`config.mk`:
```
export PLATFORM = sky130hd
export DESIGN_NAME = printer_spool_record_parser_flat
export DESIGN_NICKNAME = d
export VERILOG_FILES = /design/src/hw/rtl/pspr_pkg.sv /design/src/hw/rtl/pspr_if.sv /design/src/hw/rtl/pspr_in_reg.sv /design/src/hw/rtl/pspr_parser.sv /design/src/hw/rtl/pspr_out_reg.sv /design/src/hw/rtl/printer_spool_record_parser.sv /design/src/flat_wrapper.sv
export VERILOG_INCLUDE_DIRS = /design/src /design/src/hw/rtl
export SDC_FILE = /design/constraint.sdc
export NUM_CORES = 1
export LEC_CHECK = 0
export BUFFER_PORTS_ARGS = -buffer_cell sky130_fd_sc_hd__clkbuf_2
export CAP_MARGIN = 20
export CORE_MARGIN = 1
export CORE_UTILIZATION = 50
export CTS_BUF_LIST = sky130_fd_sc_hd__clkbuf_2
export CTS_CLUSTER_DIAMETER = 80
export DETAILED_ROUTE_END_ITERATION = 10
export PLACE_DENSITY = 0.75
export SYNTH_ARGS = -nofsm -noshare
export SYNTH_HDL_FRONTEND = slang
export SYNTH_HIERARCHICAL = 1
export SYNTH_SLANG_ARGS = --single-unit
```
`constraint.sdc`:
```
create_clock -name clk_i -period 18.45 [get_ports clk_i]
set_input_delay 2.7675 -clock clk_i [delete_from_list [all_inputs] [get_ports clk_i]]
set_output_delay 2.7675 -clock clk_i [all_outputs]
set_load 0.02 [all_outputs]
```
`src/hw/rtl/printer_spool_record_parser_assert.svh`:
```
// Assertion macros for the spool record parser.
// Expects clk_i and rst_ni in the scope of each use.
`ifndef PRINTER_SPOOL_RECORD_PARSER_ASSERT_SVH
`define PRINTER_SPOOL_RECORD_PARSER_ASSERT_SVH

// Check that a condition implies another in the same cycle
`define PSPR_ASSERT_IMP(lbl, ante, cons, msg) \
  lbl: assert property (@(posedge clk_i) disable iff (!rst_ni) (ante) |-> (cons)) \
    else $error(msg);

// Check that a condition implies another in the next cycle
`define PSPR_ASSERT_NXT(lbl, ante, cons, msg) \
  lbl: assert property (@(posedge clk_i) disable iff (!rst_ni) (ante) |=> (cons)) \
    else $error(msg);

`endif

```
`src/hw/rtl/pspr_pkg.sv`:
```
// Package for the spool record parser: codes, constants, types.
// No dependencies.
`timescale 1ns / 1ps
package pspr_pkg;

  // Stream bytes
  localparam logic [7:0] ESC_BYTE     = 8'h1b;
  localparam logic [7:0] CMD_FOOTER   = 8'h50;
  localparam logic [7:0] CMD_JOB      = 8'h51;
  localparam logic [7:0] CMD_GENERAL  = 8'h57;
  localparam logic [7:0] CMD_COMMENT  = 8'h58;
  localparam logic [7:0] CMD_PLANE    = 8'h5a;
  localparam logic [7:0] SUB_PLANE    = 8'h74;
  localparam logic [7:0] SUB_CLEAR    = 8'h43;
  localparam logic [7:0] GEN_LEN_MARK = 8'd46;
  localparam logic [7:0] COPIES_CONT  = 8'hff;
  localparam logic [7:0] SEL_SETUP_B  = 8'h20;
  localparam logic [7:0] SEL_OPTS_B   = 8'h21;
  localparam logic [7:0] SEL_GAMMA_B  = 8'h22;

  // Record lengths and byte positions
  localparam logic [5:0] GEN_LEN       = 6'd50;
  localparam logic [5:0] COMMENT_LEN_0 = 6'd36;
  localparam logic [5:0] COMMENT_LEN_1 = 6'd42;
  localparam logic [5:0] PLANE_LEN     = 6'd12;
  localparam logic [5:0] PLANE_DIM_LO  = 6'd8;
  localparam logic [5:0] PLANE_DIM_HI  = 6'd10;
  localparam logic [5:0] IDX_SELECT    = 6'd2;
  localparam logic [5:0] IDX_LEN_MARK  = 6'd3;
  localparam logic [5:0] IDX_SETUP_FIX = 6'd18;
  localparam logic [5:0] IDX_COPIES    = 6'd13;

  // Record kinds
  localparam logic [3:0] KIND_ESC     = 4'd0;
  localparam logic [3:0] KIND_PENDING = 4'd1;
  localparam logic [3:0] KIND_CLEAR   = 4'd2;
  localparam logic [3:0] KIND_JOB     = 4'd3;
  localparam logic [3:0] KIND_GENERAL = 4'd4;
  localparam logic [3:0] KIND_COMMENT = 4'd5;
  localparam logic [3:0] KIND_PLANE   = 4'd6;
  localparam logic [3:0] KIND_IMAGE   = 4'd7;
  localparam logic [3:0] KIND_FOOTER  = 4'd8;

  // General header numbers
  localparam logic [2:0] HDR_UNKNOWN = 3'd0;
  localparam logic [2:0] HDR_SETUP   = 3'd1;
  localparam logic [2:0] HDR_OPTIONS = 3'd2;
  localparam logic [2:0] HDR_GAMMA   = 3'd3;
  localparam logic [2:0] HDR_OTHER   = 3'd4;

  // Error codes
  localparam logic [2:0] ERR_OK          = 3'd0;
  localparam logic [2:0] ERR_NO_ESC      = 3'd1;
  localparam logic [2:0] ERR_UNKNOWN_CMD = 3'd2;
  localparam logic [2:0] ERR_BAD_LEN     = 3'd3;
  localparam logic [2:0] ERR_BAD_SUBTYPE = 3'd4;
  localparam logic [2:0] ERR_EARLY_END   = 3'd5;

  // Configuration register indexes
  localparam logic CFG_PRINTER_MODEL    = 1'b0;
  localparam logic CFG_REQUESTED_COPIES = 1'b1;

  typedef enum logic [6:0] {
    PH_IDLE    = 7'b0000001,
    PH_CMD     = 7'b0000010,
    PH_GEN     = 7'b0000100,
    PH_COMMENT = 7'b0001000,
    PH_PEND    = 7'b0010000,
    PH_PLANE   = 7'b0100000,
    PH_IMAGE   = 7'b1000000
  } phase_e;

  typedef struct packed {
    logic [7:0] out_byte;
    logic [3:0] record_kind;
    logic [2:0] header_number;
    logic [5:0] byte_index;
    logic       record_last;
    logic       job_done;
    logic [2:0] error_code;
  } result_t;

  typedef struct packed {
    logic       valid;
    logic [7:0] data_byte;
    logic       stream_end;
  } in_item_t;

endpackage

```
`src/hw/rtl/pspr_if.sv`:
```
// Handshake interfaces for the spool record parser channels.
// No dependencies.
`timescale 1ns / 1ps
interface pspr_in_if;
  logic       valid;
  logic       ready;
  logic [7:0] data_byte;
  logic       stream_end;
  modport source (output valid, data_byte, stream_end, input ready);
  modport sink   (input valid, data_byte, stream_end, output ready);
endinterface

interface pspr_out_if;
  logic       valid;
  logic       ready;
  logic [7:0] out_byte;
  logic [3:0] record_kind;
  logic [2:0] header_number;
  logic [5:0] byte_index;
  logic       record_last;
  logic       job_done;
  logic [2:0] error_code;
  modport source (output valid, out_byte, record_kind, header_number, byte_index,
                  record_last, job_done, error_code, input ready);
  modport sink   (input valid, out_byte, record_kind, header_number, byte_index,
                  record_last, job_done, error_code, output ready);
endinterface

interface pspr_cfg_if;
  logic       valid;
  logic       ready;
  logic [0:0] index;
  logic [7:0] data;
  modport source (output valid, index, data, input ready);
  modport sink   (input valid, index, data, output ready);
endinterface

```
`src/hw/rtl/pspr_in_reg.sv`:
```
// Input register of the spool record parser.
// Depends on pspr_pkg.
`timescale 1ns / 1ps
module pspr_in_reg (
  input  logic               clk_i,
  input  logic               rst_ni,
  input  logic               valid_i,
  input  logic [7:0]         data_byte_i,
  input  logic               stream_end_i,
  input  logic               take_i,
  output logic               ready_o,
  output pspr_pkg::in_item_t item_o
);

  logic       valid_q;
  logic [7:0] byte_q;
  logic       end_q;

  // Accept a new byte when empty or when the held one moves on
  assign ready_o = !valid_q || take_i;

  always_ff @(posedge clk_i or negedge rst_ni) begin
    if (!rst_ni) begin
      valid_q <= 1'b0;
    end else if (ready_o) begin
      valid_q <= valid_i;
    end
  end

  // Load payload on a transfer
  always_ff @(posedge clk_i) begin
    if (ready_o && valid_i) begin
      byte_q <= data_byte_i;
      end_q  <= stream_end_i;
    end
  end

  assign item_o.valid      = valid_q;
  assign item_o.data_byte  = byte_q;
  assign item_o.stream_end = end_q;

endmodule

```
`src/hw/rtl/pspr_parser.sv`:
```
// Parse state and per-byte tagging/patching logic of the spool record parser.
// Depends on pspr_pkg.
`timescale 1ns / 1ps
module pspr_parser (
  input  logic              clk_i,
  input  logic              rst_ni,
  input  logic              fire_i,
  input  logic [7:0]        data_byte_i,
  input  logic              stream_end_i,
  input  logic              printer_model_i,
  input  logic [7:0]        requested_copies_i,
  output pspr_pkg::result_t result_o
);

  localparam logic [5:0] IDX_SUB = 6'd2;

  pspr_pkg::phase_e phase_q, phase_d;
  logic [5:0]  cnt_q, cnt_d;
  logic [7:0]  cmd_q, cmd_d;
  logic [2:0]  sel_q, sel_d;
  logic [23:0] dim_q, dim_d;
  logic [31:0] rem_q, rem_d;

  logic [5:0]  cnt_inc;
  logic [5:0]  comment_len;
  logic [15:0] cols;
  logic [15:0] rows;
  logic [31:0] rem_dec;
  logic [2:0]  sel_now;
  pspr_pkg::result_t res;

  assign cnt_inc     = cnt_q + 6'd1;
  assign comment_len = printer_model_i ? pspr_pkg::COMMENT_LEN_1 : pspr_pkg::COMMENT_LEN_0;
  assign cols        = dim_q[23:8];
  assign rows        = {dim_q[7:0], data_byte_i};
  assign rem_dec     = (rem_q != 32'd0) ? rem_q - 32'd1 : rem_q;

  // Work out the result and next state for the byte in the input register
  always_comb begin
    phase_d = phase_q;
    cnt_d   = cnt_q;
    cmd_d   = cmd_q;
    sel_d   = sel_q;
    dim_d   = dim_q;
    rem_d   = rem_q;
    sel_now = sel_q;
    res.out_byte      = data_byte_i;
    res.record_kind   = pspr_pkg::KIND_ESC;
    res.header_number = pspr_pkg::HDR_UNKNOWN;
    res.byte_index    = 6'd0;
    res.record_last   = 1'b0;
    res.job_done      = 1'b0;
    res.error_code    = pspr_pkg::ERR_OK;

    if (stream_end_i) begin
      res.out_byte   = 8'd0;
      res.error_code = pspr_pkg::ERR_EARLY_END;
      phase_d        = pspr_pkg::PH_IDLE;
      cnt_d          = 6'd0;
    end else begin
      case (phase_q)
        pspr_pkg::PH_IDLE: begin
          if (data_byte_i != pspr_pkg::ESC_BYTE) begin
            res.error_code = pspr_pkg::ERR_NO_ESC;
          end else begin
            phase_d = pspr_pkg::PH_CMD;
            cnt_d   = 6'd1;
          end
        end
        pspr_pkg::PH_CMD: begin
          res.byte_index = 6'd1;
          cmd_d          = data_byte_i;
          case (data_byte_i)
            pspr_pkg::CMD_FOOTER: begin
              res.record_kind = pspr_pkg::KIND_FOOTER;
              res.record_last = 1'b1;
              res.job_done    = 1'b1;
              phase_d         = pspr_pkg::PH_IDLE;
              cnt_d           = 6'd0;
            end
            pspr_pkg::CMD_JOB: begin
              res.record_kind = pspr_pkg::KIND_JOB;
              res.record_last = 1'b1;
              phase_d         = pspr_pkg::PH_IDLE;
              cnt_d           = 6'd0;
            end
            pspr_pkg::CMD_GENERAL: begin
              res.record_kind = pspr_pkg::KIND_GENERAL;
              sel_d           = pspr_pkg::HDR_UNKNOWN;
              phase_d         = pspr_pkg::PH_GEN;
              cnt_d           = 6'd2;
            end
            pspr_pkg::CMD_COMMENT: begin
              res.record_kind = pspr_pkg::KIND_COMMENT;
              phase_d         = pspr_pkg::PH_COMMENT;
              cnt_d           = 6'd2;
            end
            pspr_pkg::CMD_PLANE: begin
              res.record_kind = pspr_pkg::KIND_PENDING;
              phase_d         = pspr_pkg::PH_PEND;
              cnt_d           = 6'd2;
            end
            default: begin
              res.error_code = pspr_pkg::ERR_UNKNOWN_CMD;
              phase_d        = pspr_pkg::PH_IDLE;
              cnt_d          = 6'd0;
            end
          endcase
        end
        pspr_pkg::PH_GEN: begin
          // Byte 2 picks the header; it tags the same byte
          if (cnt_q == pspr_pkg::IDX_SELECT) begin
            case (data_byte_i)
              pspr_pkg::SEL_SETUP_B: sel_now = pspr_pkg::HDR_SETUP;
              pspr_pkg::SEL_OPTS_B:  sel_now = pspr_pkg::HDR_OPTIONS;
              pspr_pkg::SEL_GAMMA_B: sel_now = pspr_pkg::HDR_GAMMA;
              default:               sel_now = pspr_pkg::HDR_OTHER;
            endcase
            sel_d = sel_now;
          end
          if (cnt_q == pspr_pkg::IDX_LEN_MARK && data_byte_i != pspr_pkg::GEN_LEN_MARK) begin
            res.error_code = pspr_pkg::ERR_BAD_LEN;
            phase_d        = pspr_pkg::PH_IDLE;
            cnt_d          = 6'd0;
          end else begin
            res.record_kind   = pspr_pkg::KIND_GENERAL;
            res.byte_index    = cnt_q;
            res.header_number = sel_now;
            // Patch the setup flag and the copy count
            if (sel_now == pspr_pkg::HDR_SETUP && cnt_q == pspr_pkg::IDX_SETUP_FIX &&
                !printer_model_i && data_byte_i == 8'd0) begin
              res.out_byte = 8'd1;
            end
            if (sel_now == pspr_pkg::HDR_OPTIONS && cnt_q == pspr_pkg::IDX_COPIES &&
                data_byte_i != pspr_pkg::COPIES_CONT && requested_copies_i > data_byte_i) begin
              res.out_byte = requested_copies_i;
            end
            cnt_d = cnt_inc;
            if (cnt_inc >= pspr_pkg::GEN_LEN) begin
              res.record_last = 1'b1;
              phase_d         = pspr_pkg::PH_IDLE;
              cnt_d           = 6'd0;
            end
          end
        end
        pspr_pkg::PH_COMMENT: begin
          res.record_kind = pspr_pkg::KIND_COMMENT;
          res.byte_index  = cnt_q;
          cnt_d           = cnt_inc;
          if (cnt_inc >= comment_len) begin
            res.record_last = 1'b1;
            phase_d         = pspr_pkg::PH_IDLE;
            cnt_d           = 6'd0;
          end
        end
        pspr_pkg::PH_PEND: begin
          if (cnt_q == IDX_SUB) begin
            res.record_kind = pspr_pkg::KIND_PENDING;
            res.byte_index  = IDX_SUB;
            cmd_d           = data_byte_i;
            cnt_d           = 6'd3;
          end else if (cmd_q == pspr_pkg::SUB_CLEAR) begin
            res.record_kind = pspr_pkg::KIND_CLEAR;
            res.byte_index  = 6'd3;
            res.record_last = 1'b1;
            phase_d         = pspr_pkg::PH_IDLE;
            cnt_d           = 6'd0;
          end else if (cmd_q == pspr_pkg::SUB_PLANE) begin
            res.record_kind = pspr_pkg::KIND_PLANE;
            res.byte_index  = 6'd3;
            dim_d           = 24'd0;
            phase_d         = pspr_pkg::PH_PLANE;
            cnt_d           = 6'd4;
          end else begin
            res.error_code = pspr_pkg::ERR_BAD_SUBTYPE;
            phase_d        = pspr_pkg::PH_IDLE;
            cnt_d          = 6'd0;
          end
        end
        pspr_pkg::PH_PLANE: begin
          res.record_kind = pspr_pkg::KIND_PLANE;
          res.byte_index  = cnt_q;
          // Shift in columns and the high byte of rows
          if (cnt_q >= pspr_pkg::PLANE_DIM_LO && cnt_q <= pspr_pkg::PLANE_DIM_HI) begin
            dim_d = {dim_q[15:0], data_byte_i};
          end
          cnt_d = cnt_inc;
          if (cnt_inc >= pspr_pkg::PLANE_LEN) begin
            res.record_last = 1'b1;
            rem_d           = cols * rows;
            if (cols == 16'd0 || rows == 16'd0) begin
              phase_d = pspr_pkg::PH_IDLE;
            end else begin
              phase_d = pspr_pkg::PH_IMAGE;
            end
            cnt_d = 6'd0;
          end
        end
        pspr_pkg::PH_IMAGE: begin
          res.record_kind = pspr_pkg::KIND_IMAGE;
          rem_d           = rem_dec;
          if (rem_dec == 32'd0) begin
            res.record_last = 1'b1;
            phase_d         = pspr_pkg::PH_IDLE;
            cnt_d           = 6'd0;
          end
        end
        default: begin
          res.error_code = pspr_pkg::ERR_NO_ESC;
          phase_d        = pspr_pkg::PH_IDLE;
          cnt_d          = 6'd0;
        end
      endcase

      // On error drop every tag and pass the raw byte
      if (res.error_code != pspr_pkg::ERR_OK) begin
        res.record_kind   = pspr_pkg::KIND_ESC;
        res.header_number = pspr_pkg::HDR_UNKNOWN;
        res.byte_index    = 6'd0;
        res.record_last   = 1'b0;
        res.job_done      = 1'b0;
      end
    end
  end

  // Advance the parse state on each byte that moves to the result register
  always_ff @(posedge clk_i or negedge rst_ni) begin
    if (!rst_ni) begin
      phase_q <= pspr_pkg::PH_IDLE;
      cnt_q   <= 6'd0;
      cmd_q   <= 8'd0;
      sel_q   <= 3'd0;
      dim_q   <= 24'd0;
      rem_q   <= 32'd0;
    end else if (fire_i) begin
      phase_q <= phase_d;
      cnt_q   <= cnt_d;
      cmd_q   <= cmd_d;
      sel_q   <= sel_d;
      dim_q   <= dim_d;
      rem_q   <= rem_d;
    end
  end

  assign result_o = res;

endmodule

```
`src/hw/rtl/pspr_out_reg.sv`:
```
// Result register of the spool record parser.
// Depends on pspr_pkg.
`timescale 1ns / 1ps
module pspr_out_reg (
  input  logic              clk_i,
  input  logic              rst_ni,
  input  logic              load_i,
  input  pspr_pkg::result_t result_i,
  input  logic              ready_i,
  output logic              can_load_o,
  output logic              valid_o,
  output pspr_pkg::result_t result_o
);

  logic              valid_q;
  pspr_pkg::result_t result_q;

  // Room for a new result when empty or when the held one is taken
  assign can_load_o = !valid_q || ready_i;

  always_ff @(posedge clk_i or negedge rst_ni) begin
    if (!rst_ni) begin
      valid_q <= 1'b0;
    end else if (can_load_o) begin
      valid_q <= load_i;
    end
  end

  always_ff @(posedge clk_i) begin
    if (can_load_o && load_i) begin
      result_q <= result_i;
    end
  end

  assign valid_o  = valid_q;
  assign result_o = result_q;

endmodule

```
`src/hw/rtl/printer_spool_record_parser.sv`:
```
// Path: a byte taken into the input register is parsed, then held in the result register.
// Throughput: one byte per cycle unless the result register is blocked; the longest
// path is the 16x16 rows-by-columns product on the last plane header byte.
// Reset: parser idle awaiting escape, all counters zero, printer_model 0,
// requested_copies 1; input and result registers empty.
`timescale 1ns / 1ps
`include "printer_spool_record_parser_assert.svh"
// Top level of the spool record parser: config registers, pipeline wiring.
// Depends on pspr_pkg, pspr_if, pspr_in_reg, pspr_parser, pspr_out_reg.
module printer_spool_record_parser (
  input  logic        clk_i,
  input  logic        rst_ni,
  pspr_in_if.sink     in_i,
  pspr_out_if.source  out_o,
  pspr_cfg_if.sink    cfg_i
);

  logic       printer_model_q;
  logic [7:0] requested_copies_q;

  pspr_pkg::in_item_t in_item;
  pspr_pkg::result_t  parse_res;
  pspr_pkg::result_t  out_res;
  logic               can_load;
  logic               fire;
  logic               out_valid;

  // Configuration writes are always taken
  assign cfg_i.ready = 1'b1;

  always_ff @(posedge clk_i or negedge rst_ni) begin
    if (!rst_ni) begin
      printer_model_q    <= 1'b0;
      requested_copies_q <= 8'd1;
    end else if (cfg_i.valid) begin
      case (cfg_i.index[0])
        pspr_pkg::CFG_PRINTER_MODEL:    printer_model_q    <= cfg_i.data[0];
        pspr_pkg::CFG_REQUESTED_COPIES: requested_copies_q <= cfg_i.data;
        default: ;
      endcase
    end
  end

  // Move the held byte on when the result register has room
  assign fire = in_item.valid && can_load;

  pspr_in_reg u_in_reg (
    .clk_i        (clk_i),
    .rst_ni       (rst_ni),
    .valid_i      (in_i.valid),
    .data_byte_i  (in_i.data_byte),
    .stream_end_i (in_i.stream_end),
    .take_i       (can_load),
    .ready_o      (in_i.ready),
    .item_o       (in_item)
  );

  pspr_parser u_parser (
    .clk_i              (clk_i),
    .rst_ni             (rst_ni),
    .fire_i             (fire),
    .data_byte_i        (in_item.data_byte),
    .stream_end_i       (in_item.stream_end),
    .printer_model_i    (printer_model_q),
    .requested_copies_i (requested_copies_q),
    .result_o           (parse_res)
  );

  pspr_out_reg u_out_reg (
    .clk_i      (clk_i),
    .rst_ni     (rst_ni),
    .load_i     (fire),
    .result_i   (parse_res),
    .ready_i    (out_o.ready),
    .can_load_o (can_load),
    .valid_o    (out_valid),
    .result_o   (out_res)
  );

  assign out_o.valid         = out_valid;
  assign out_o.out_byte      = out_res.out_byte;
  assign out_o.record_kind   = out_res.record_kind;
  assign out_o.header_number = out_res.header_number;
  assign out_o.byte_index    = out_res.byte_index;
  assign out_o.record_last   = out_res.record_last;
  assign out_o.job_done      = out_res.job_done;
  assign out_o.error_code    = out_res.error_code;

  // Errors carry no tags
  `PSPR_ASSERT_IMP(a_err_untagged, out_valid && out_res.error_code != pspr_pkg::ERR_OK, out_res.record_kind == pspr_pkg::KIND_ESC && !out_res.record_last && !out_res.job_done, "error result carries tags")
  // Job completion only on the closing footer byte
  `PSPR_ASSERT_IMP(a_done_footer, out_valid && out_res.job_done, out_res.record_last && out_res.record_kind == pspr_pkg::KIND_FOOTER, "job done off a footer end")
  // A held byte stays while the result register is blocked
  `PSPR_ASSERT_NXT(a_in_hold, in_item.valid && !can_load, in_item.valid, "held input byte lost")

endmodule
```
`src/flat_wrapper.sv`:
```
// flat-port wrapper written by rule: the top's interface ports become plain ports
module printer_spool_record_parser_flat 
  (clk_i, rst_ni, in_i_valid, in_i_data_byte, in_i_stream_end, in_i_ready, out_o_valid, out_o_out_byte, out_o_record_kind, out_o_header_number, out_o_byte_index, out_o_record_last, out_o_job_done, out_o_error_code, out_o_ready, cfg_i_valid, cfg_i_index, cfg_i_data, cfg_i_ready);
  pspr_in_if in_i_i ();
  pspr_out_if out_o_i ();
  pspr_cfg_if cfg_i_i ();
  input  logic clk_i;
  input  logic rst_ni;
  input wire logic [$bits(in_i_i.valid)-1:0] in_i_valid;
  input wire logic [$bits(in_i_i.data_byte)-1:0] in_i_data_byte;
  input wire logic [$bits(in_i_i.stream_end)-1:0] in_i_stream_end;
  output wire logic [$bits(in_i_i.ready)-1:0] in_i_ready;
  output wire logic [$bits(out_o_i.valid)-1:0] out_o_valid;
  output wire logic [$bits(out_o_i.out_byte)-1:0] out_o_out_byte;
  output wire logic [$bits(out_o_i.record_kind)-1:0] out_o_record_kind;
  output wire logic [$bits(out_o_i.header_number)-1:0] out_o_header_number;
  output wire logic [$bits(out_o_i.byte_index)-1:0] out_o_byte_index;
  output wire logic [$bits(out_o_i.record_last)-1:0] out_o_record_last;
  output wire logic [$bits(out_o_i.job_done)-1:0] out_o_job_done;
  output wire logic [$bits(out_o_i.error_code)-1:0] out_o_error_code;
  input wire logic [$bits(out_o_i.ready)-1:0] out_o_ready;
  input wire logic [$bits(cfg_i_i.valid)-1:0] cfg_i_valid;
  input wire logic [$bits(cfg_i_i.index)-1:0] cfg_i_index;
  input wire logic [$bits(cfg_i_i.data)-1:0] cfg_i_data;
  output wire logic [$bits(cfg_i_i.ready)-1:0] cfg_i_ready;
  assign in_i_i.valid = in_i_valid;
  assign in_i_i.data_byte = in_i_data_byte;
  assign in_i_i.stream_end = in_i_stream_end;
  assign in_i_ready = in_i_i.ready;
  assign out_o_valid = out_o_i.valid;
  assign out_o_out_byte = out_o_i.out_byte;
  assign out_o_record_kind = out_o_i.record_kind;
  assign out_o_header_number = out_o_i.header_number;
  assign out_o_byte_index = out_o_i.byte_index;
  assign out_o_record_last = out_o_i.record_last;
  assign out_o_job_done = out_o_i.job_done;
  assign out_o_error_code = out_o_i.error_code;
  assign out_o_i.ready = out_o_ready;
  assign cfg_i_i.valid = cfg_i_valid;
  assign cfg_i_i.index = cfg_i_index;
  assign cfg_i_i.data = cfg_i_data;
  assign cfg_i_ready = cfg_i_i.ready;
  printer_spool_record_parser u_core (.clk_i(clk_i), .rst_ni(rst_ni), .in_i(in_i_i), .out_o(out_o_i), .cfg_i(cfg_i_i));
endmodule
```
# After elaboration in Yosys (flattened, before gate mapping)
# Cells that the tools add are included.
classes:
  n_addsub: 2
  mul: 1
  n_lt_le_gt_ge: 6
  eq_ne: 39
  muxes: 72
  n_bitwise: 4
  reduce_logical: 43
op_table:
  columns: ["op", "n"]
  rows:
  - ["$mux 24", 4]
  - ["$mux 6", 12]
  - ["$mux 32", 2]
  - ["$pmux 32 s2", 1]
  - ["$mux 7", 9]
  - ["$eq 8x7->1 const B", 7]
  - ["$pmux 7 s7", 1]
  - ["$pmux 24 s2", 1]
  - ["$pmux 6 s7", 1]
  - ["$mux 3", 12]
  - ["$logic_not 16->1", 2]
  - ["$logic_not 32->1", 1]
  - ["$mul 16x16->32", 1]
  - ["$mux 8", 4]
  - ["$reduce_bool 32->1", 1]
  - ["$sub 32x1->32 const B", 1]
  - ["$eq 8x6->1 const B", 3]
  - ["$pmux 4 s6", 1]
  - ["$pmux 6 s4", 1]
  - ["$mux 22", 1]
  - ["$pmux 4 s5", 1]
  - ["$pmux 8 s2", 1]
  - ["$ne 3x2->1 const B", 5]
  - ["$pmux 3 s5", 1]
  - ["other kinds (46)", 93]
word_totals:
  regBits: 126
  input_bits: 23
  out_inout_bits: 29

# Longest topological paths before layout
logic_depth:
  depth_word: 13
  depth_mapped: 25
  ltp_nobuf: 23

# By module
# Netlist, hierarchy kept.
modules_own_cells:
  columns: ["module", "n_inst", "cells_each", "area_each_um2"]
  rows:
  - ["pspr_parser", 1, 1771, 14450.1]
  - ["pspr_out_reg", 1, 30, 834.6]
  - ["printer_spool_record_parser", 1, 23, 357.8]
  - ["pspr_in_reg", 1, 15, 339.1]

# Worst setup path after synthesis
# No wires, ideal clock.
synth_timing:
  path_kind: "register -> register"
  from: "reg u_core.u_in_reg.byte_q[1]"
  to: "reg u_core.u_parser.rem_q[30]"
  setup_ns: 0.133
  t_arrival_ns: 6.344
  slack_ns: 11.973
  path_stages_with_launch: 22
  n_path_buf: 3
  period_less_slack_ns: 6.477
  cell_sequence: "edfxtp_1 clkbuf_1 clkbuf_1 clkbuf_1 nand2_1 fa_1 fa_1 fa_1 fa_1 inv_1 fa_1 inv_1 fa_1 inv_1 ha_1 and4_1 a211oi_1 o221ai_1 a31o_2 a221oi_1 xor2_1 o211ai_1"
synth_between:
  elab_chain_len: 3
synth_lines:
  columns: ["item", "line", "source"]
  rows:
  - ["from (decl)", "pspr_in_reg.sv:16", "logic [7:0] byte_q;"]
  - ["from (signal assigned)", "pspr_in_reg.sv:33", "byte_q <= data_byte_i;"]
  - ["$mul 16x16->32", "pspr_parser.sv:190", "rem_d = cols * rows;"]
  - ["$mux 32", "pspr_parser.sv:188", "if (cnt_inc >= pspr_pkg::PLANE_LEN) begin"]
  - ["$pmux 32 s2", "pspr_parser.sv:61", "case (phase_q)"]
  - ["to (signal assigned)", "pspr_parser.sv:241", "rem_q <= rem_d;"]
  - ["to (decl)", "pspr_parser.sv:22", "logic [31:0] rem_q, rem_d;"]
# Every way passes these cells. The select of a mux whose other input is x is not followed.
# A chain may end at the register's enable or synchronous reset.

# Worst setup path in the final report
layout_timing:
  from: "reg u_core.u_in_reg.byte_q[7]"
  to: "reg u_core.u_parser.rem_q[29]"
# Same word-level chain as after synthesis.

==> results by group <==
Pwr
  • Total Power: 0.6380 mW
  • Power density of the placed cells: 38.25 nW/um^2
  • Maximum VDD drop: 0.03590 mV
  • Cell leakage power: approximately 8.0 nW

Placement
  • Post-detailed-placement cell area: ~16,000 um^2
  • Quantity of I/O buffers inserted on ports: 50
  • Placed Cells incl. Taps: 2,198
  • Placer's final routability congestion estimate: 0.9399
  • Worst setup slack before clock tree synthesis: roughly 12 ns
  • Post-detailed-placement half-perimeter wirelength: 30,750 um

Route
  • Vias/cell: 5.958
  • Total Routed Length: 42,060 um
  • Average detailed-routed wire length per instance: between 15 and 20 um
  • First-pass iteration count of the detailed router: 6
  • Detail Route Antenna Nets: 0
  • Starting DRT DRC Count: 1,400
  • Remaining DRCs: 0
  • Vias: 13,290

STA
  • Transition time at the pin with the least slew margin: ~1.1 ns
  • Post-route minimum period: about 7.0 ns
  • Max-slew violation total from the final report: 0
  • Number of endpoints with negative hold slack in the final report: 0
  • Final Cycle Share: 0.3806
  • Final setup violating endpoints: 0
  • Final sum of negative setup slack: 0 ns
  • Maximum frequency from static timing analysis: ~0.14 GHz
  • Unrepaired setup endpoints after global routing: no
  • Final WS setup: 11.43 ns
  • Worst hold margin: 0.5184 ns
  • Max transition margin: 0.2848
  • Worst-case clock skew: 0.05795 ns

Run
  • Total of max-cap violations: 0

Finish
  • Most frequent standard cell in the layout excluding fill and tap cells: nand2_1
  • Utilization of the core after routing: 0.5299
  • Storage cell area: 3331 um^2
  • Total non-filler cell area in the finished layout: 16,680 um^2
  • Multi-input logic area: around 11,000 um^2
  • Fraction of final layout cells sized beyond drive strength 1: 0.07768
  • Post-synthesis to final-layout area growth: 4.361%
  • Commonest non-fill, non-tap cells in the layout: 276 x nand2_1, 259 x inv_1, 194 x fa_1
  • Number of standard cells in the final layout excluding fillers: 2,231
  • Number of fill cells: 2,876
  • Net count of the finished layout: 2,153

Clocking
  • Number of gates resized after CTS: 0
  • Number of hold-repair buffers added at the cts stage: 0
  • CTS tree: done
  • Count of H-tree levels built during CTS: 4
  • Inserted Clock Buffers: 17
  • Clk Latency, worst-skew pair: just under 0.8 ns
  • Number of buffers inserted by post-CTS setup repair: 0
  • Clk Tree Root Cell: clkbuf_2
  • Worst-case clock buffer depth: 2
  • Count of clock tree sinks: 126
  • Clock input transition at the sequential cells of the worst setup and hold paths: 0.24 ns

Worst setup path
  • Cell type group with the largest total delay on the critical path: adder cells
  • Category of the critical setup timing path: flop to flop
  • Largest fanout of any net on the critical path: 22
  • Element type at the critical path start: flop
  • Data arrival time at the worst-slack endpoint: 7.67 ns
  • Worst stage delay on the critical path: around 0.97 ns
  • Slowest cell on the critical path: edfxtp_1
  • Cells along the critical path: nand2_1, fa_1, inv_1, fa_1, inv_1, fa_1, inv_1, fa_1, fa_1, inv_1, fa_1, inv_1, ha_1, a211oi_1, o21ai_0, a221o_1, a22oi_1, o311ai_0, a41oi_1, nor3_1, a311oi_1, o21ai_0
  • Kind of capture point of the worst setup path: flop
  • Data required, critical path: 19.10 ns
  • Cell repeated most along the worst path: fa_1
  • Number of gates on the worst path with buffers counted: 22
  • Critical path buffer and inverter count: 5
  • Worst Reg2Reg Path Length in Cells: 22

Synthesis
  • Total of warnings raised by yosys: 6
  • Post-synthesis area per instance: 8.690 um^2
  • Post-synth design cell area: ~16,000 um^2
  • Dominant cells by area after synthesis: fa_1 24%, dfrtp_1 14%, ha_1 9.5%, edfxtp_1 6.6%, nand2_1 6.5%
  • Register bit total from synthesis: 126
  • Unique cell type count in the Yosys netlist: 85
  • Mux contribution to synthesized area: 0.02020
  • Top FF cell, synth: dfrtp_1
  • Xor-xnor portion of the synthesized cell area: 0.02083
  • Complex-gate fraction of the synthesized area: 0.1159
  • Post-synthesis adder-cell area fraction: 0.3377
  • Ys async rst share: 0.7222
  • Area fraction in and, or, nand and nor cells after synthesis: 0.2074
  • Post-synthesis sequential area ratio: 0.2084
  • Combinational family with the most area after synthesis: adder cells
  • Number of enable-type register cells in the synthesized netlist: 35
  • Synth Net Count: ~2,200
  • Dominant cell type by area after synthesis: fa_1
  • Area fraction of the dominant cell type after synthesis: 0.2430
  • Mapped Cells: 1,839

Worst hold path
  • Number of cells traversed by the worst hold path: 2
  • Worst hold-check path type: flop to flop

Die
  • Effective utilization at floorplan: 0.5078
  • Die outline height: 180.8 um
  • Number of rows in the core area: 65
  • Die Width: between 150 and 200 um
  • Area of the core: roughly 31,000 um^2
  • Number of top-level design ports: 52
  • Die outline area: 32,680 um^2

Global route
  • Initial antenna violation count: 1
  • Global-route wire length before repair: just under 70,000 um
  • GRT Overall Usage: 0.2680
  • Overflow left after global routing: 0
  • Largest net degree at the start of global routing: 56
  • Via count of the first global-routing pass: 13,460

Outcome
  • Outcome: complete, no violations
==> flip-flops by register name (all words and copies together), names as in the netlist <==
signal and count:
u_core/u_parser/cnt_q 6, u_core/u_parser/cmd_q 8, u_core/u_in_reg/byte_q 8, u_core/requested_copies_q 8
u_core/printer_model_q 1, u_core/u_out_reg/valid_o 1, u_core/u_out_reg/result_o 26, u_core/u_parser/rem_q 32
u_core/u_parser/phase_q 7, u_core/u_in_reg/valid_q 1, u_core/u_in_reg/end_q 1, u_core/u_parser/dim_q 24
u_core/u_parser/sel_q 3
==> where the power goes <==
| group | leakage (nW) | internal [mW] | switching [mW] | total [mW] |
|---|---|---|---|---|
| clock | 0.144 | 0.0536 | 0.131 | 0.185 |
| sequential | 1.57 | 0.310 | 0.0257 | 0.335 |
| combinational | 6.31 | 0.0464 | 0.0710 | 0.117 |
| total | 8.02 | 0.410 | 0.228 | 0.638 |
==> final cells by class <==
| cell class | count | share of cell area |
|---|---|---|
| multi-input combinational | 1342 | 0.6740 |
| clock inverter | 15 | 0.008927 |
| sequential | 126 | 0.1997 |
| clock buffer | 17 | 0.005101 |
| inverter | 259 | 0.05829 |
| antenna | 1 | 0.0001500 |
| timing repair buffer | 69 | 0.02371 |
| tap | 402 | 0.03016 |
==> cells by family (layout without fill, tap and decap cells) <==
group	Yosys count	in the layout
compound gates	290	290
xor+xnor	38	38
fa+ha+maj	315	315
buf+inv	371	360
flops	126	126
mux	28	28
other cells	1	2
simple gates	670	670
==> worst reg2reg max path, cell delays in order (launching register included) <==
cell and delay [ns]:
edfxtp_1 0.97, nand2_1 0.19, fa_1 0.57, inv_1 0.06, fa_1 0.51, inv_1 0.06
fa_1 0.54, inv_1 0.06, fa_1 0.48, fa_1 0.50, inv_1 0.05, fa_1 0.47
inv_1 0.04, ha_1 0.34, a211oi_1 0.31, o21ai_0 0.15, a221o_1 0.35, a22oi_1 0.17
o311ai_0 0.24, a41oi_1 0.42, nor3_1 0.08, a311oi_1 0.26, o21ai_0 0.10
==> cell usage after synthesis (9+ instances only) <==
library cell  instances
a31oi_1               9
dfrtp_1              89
o21ai_1               9
and2_1              123
mux2_2               10
nor2_1               85
a21oi_1              60
edfxtp_1             35
o31ai_1              10
fa_1                194
mux2i_1              12
o21ai_0              94
o21a_1                9
nand4_1              17
a21o_1               17
inv_1               259
o22ai_1               9
xor2_1               12
nand2_1             276
xnor2_1              26
nor4_1               24
ha_1                121
nand3_1              29
nand2b_1             13
clkbuf_1            103
or3_1                11
and3_1               10
nor3_1               31
==> per-layer routing <==
layer | routed length, um | track usage | up-vias | part of all wire
met4 | 1443 | 0.1111 | 0 | 0.034
met1 | 16630 | 0.3422 | 6489 | 0.40
met2 | 20190 | 0.4465 | 704 | 0.48
met5 | 0 | 0 | - | 0
met3 | 3791 | 0.05039 | 112 | 0.090
li1 | - | - | 5987 | -
==> final timing paths <==
path,startpoint,to,slack [ns]
setup / recovery,u_core/u_in_reg/byte_q[7]$_DFFE_PP_,u_core/u_parser/rem_q[29]$_DFFE_PN0P_,11.43
setup reg to reg,u_core/u_in_reg/byte_q[7]$_DFFE_PP_,u_core/u_parser/rem_q[29]$_DFFE_PN0P_,11.43
hold / removal,u_core/u_parser/cmd_q[3]$_DFFE_PN0P_,u_core/u_parser/cmd_q[3]$_DFFE_PN0P_,0.52
max in group asynchronous,rst_ni,u_core/u_parser/dim_q[10]$_DFFE_PN0P_,15.29
hold reg to reg,u_core/u_parser/cmd_q[3]$_DFFE_PN0P_,u_core/u_parser/cmd_q[3]$_DFFE_PN0P_,0.52
min in group asynchronous,rst_ni,u_core/u_parser/cnt_q[0]$_DFFE_PN0P_,1.94
Power figures use the tool's default switching activity.
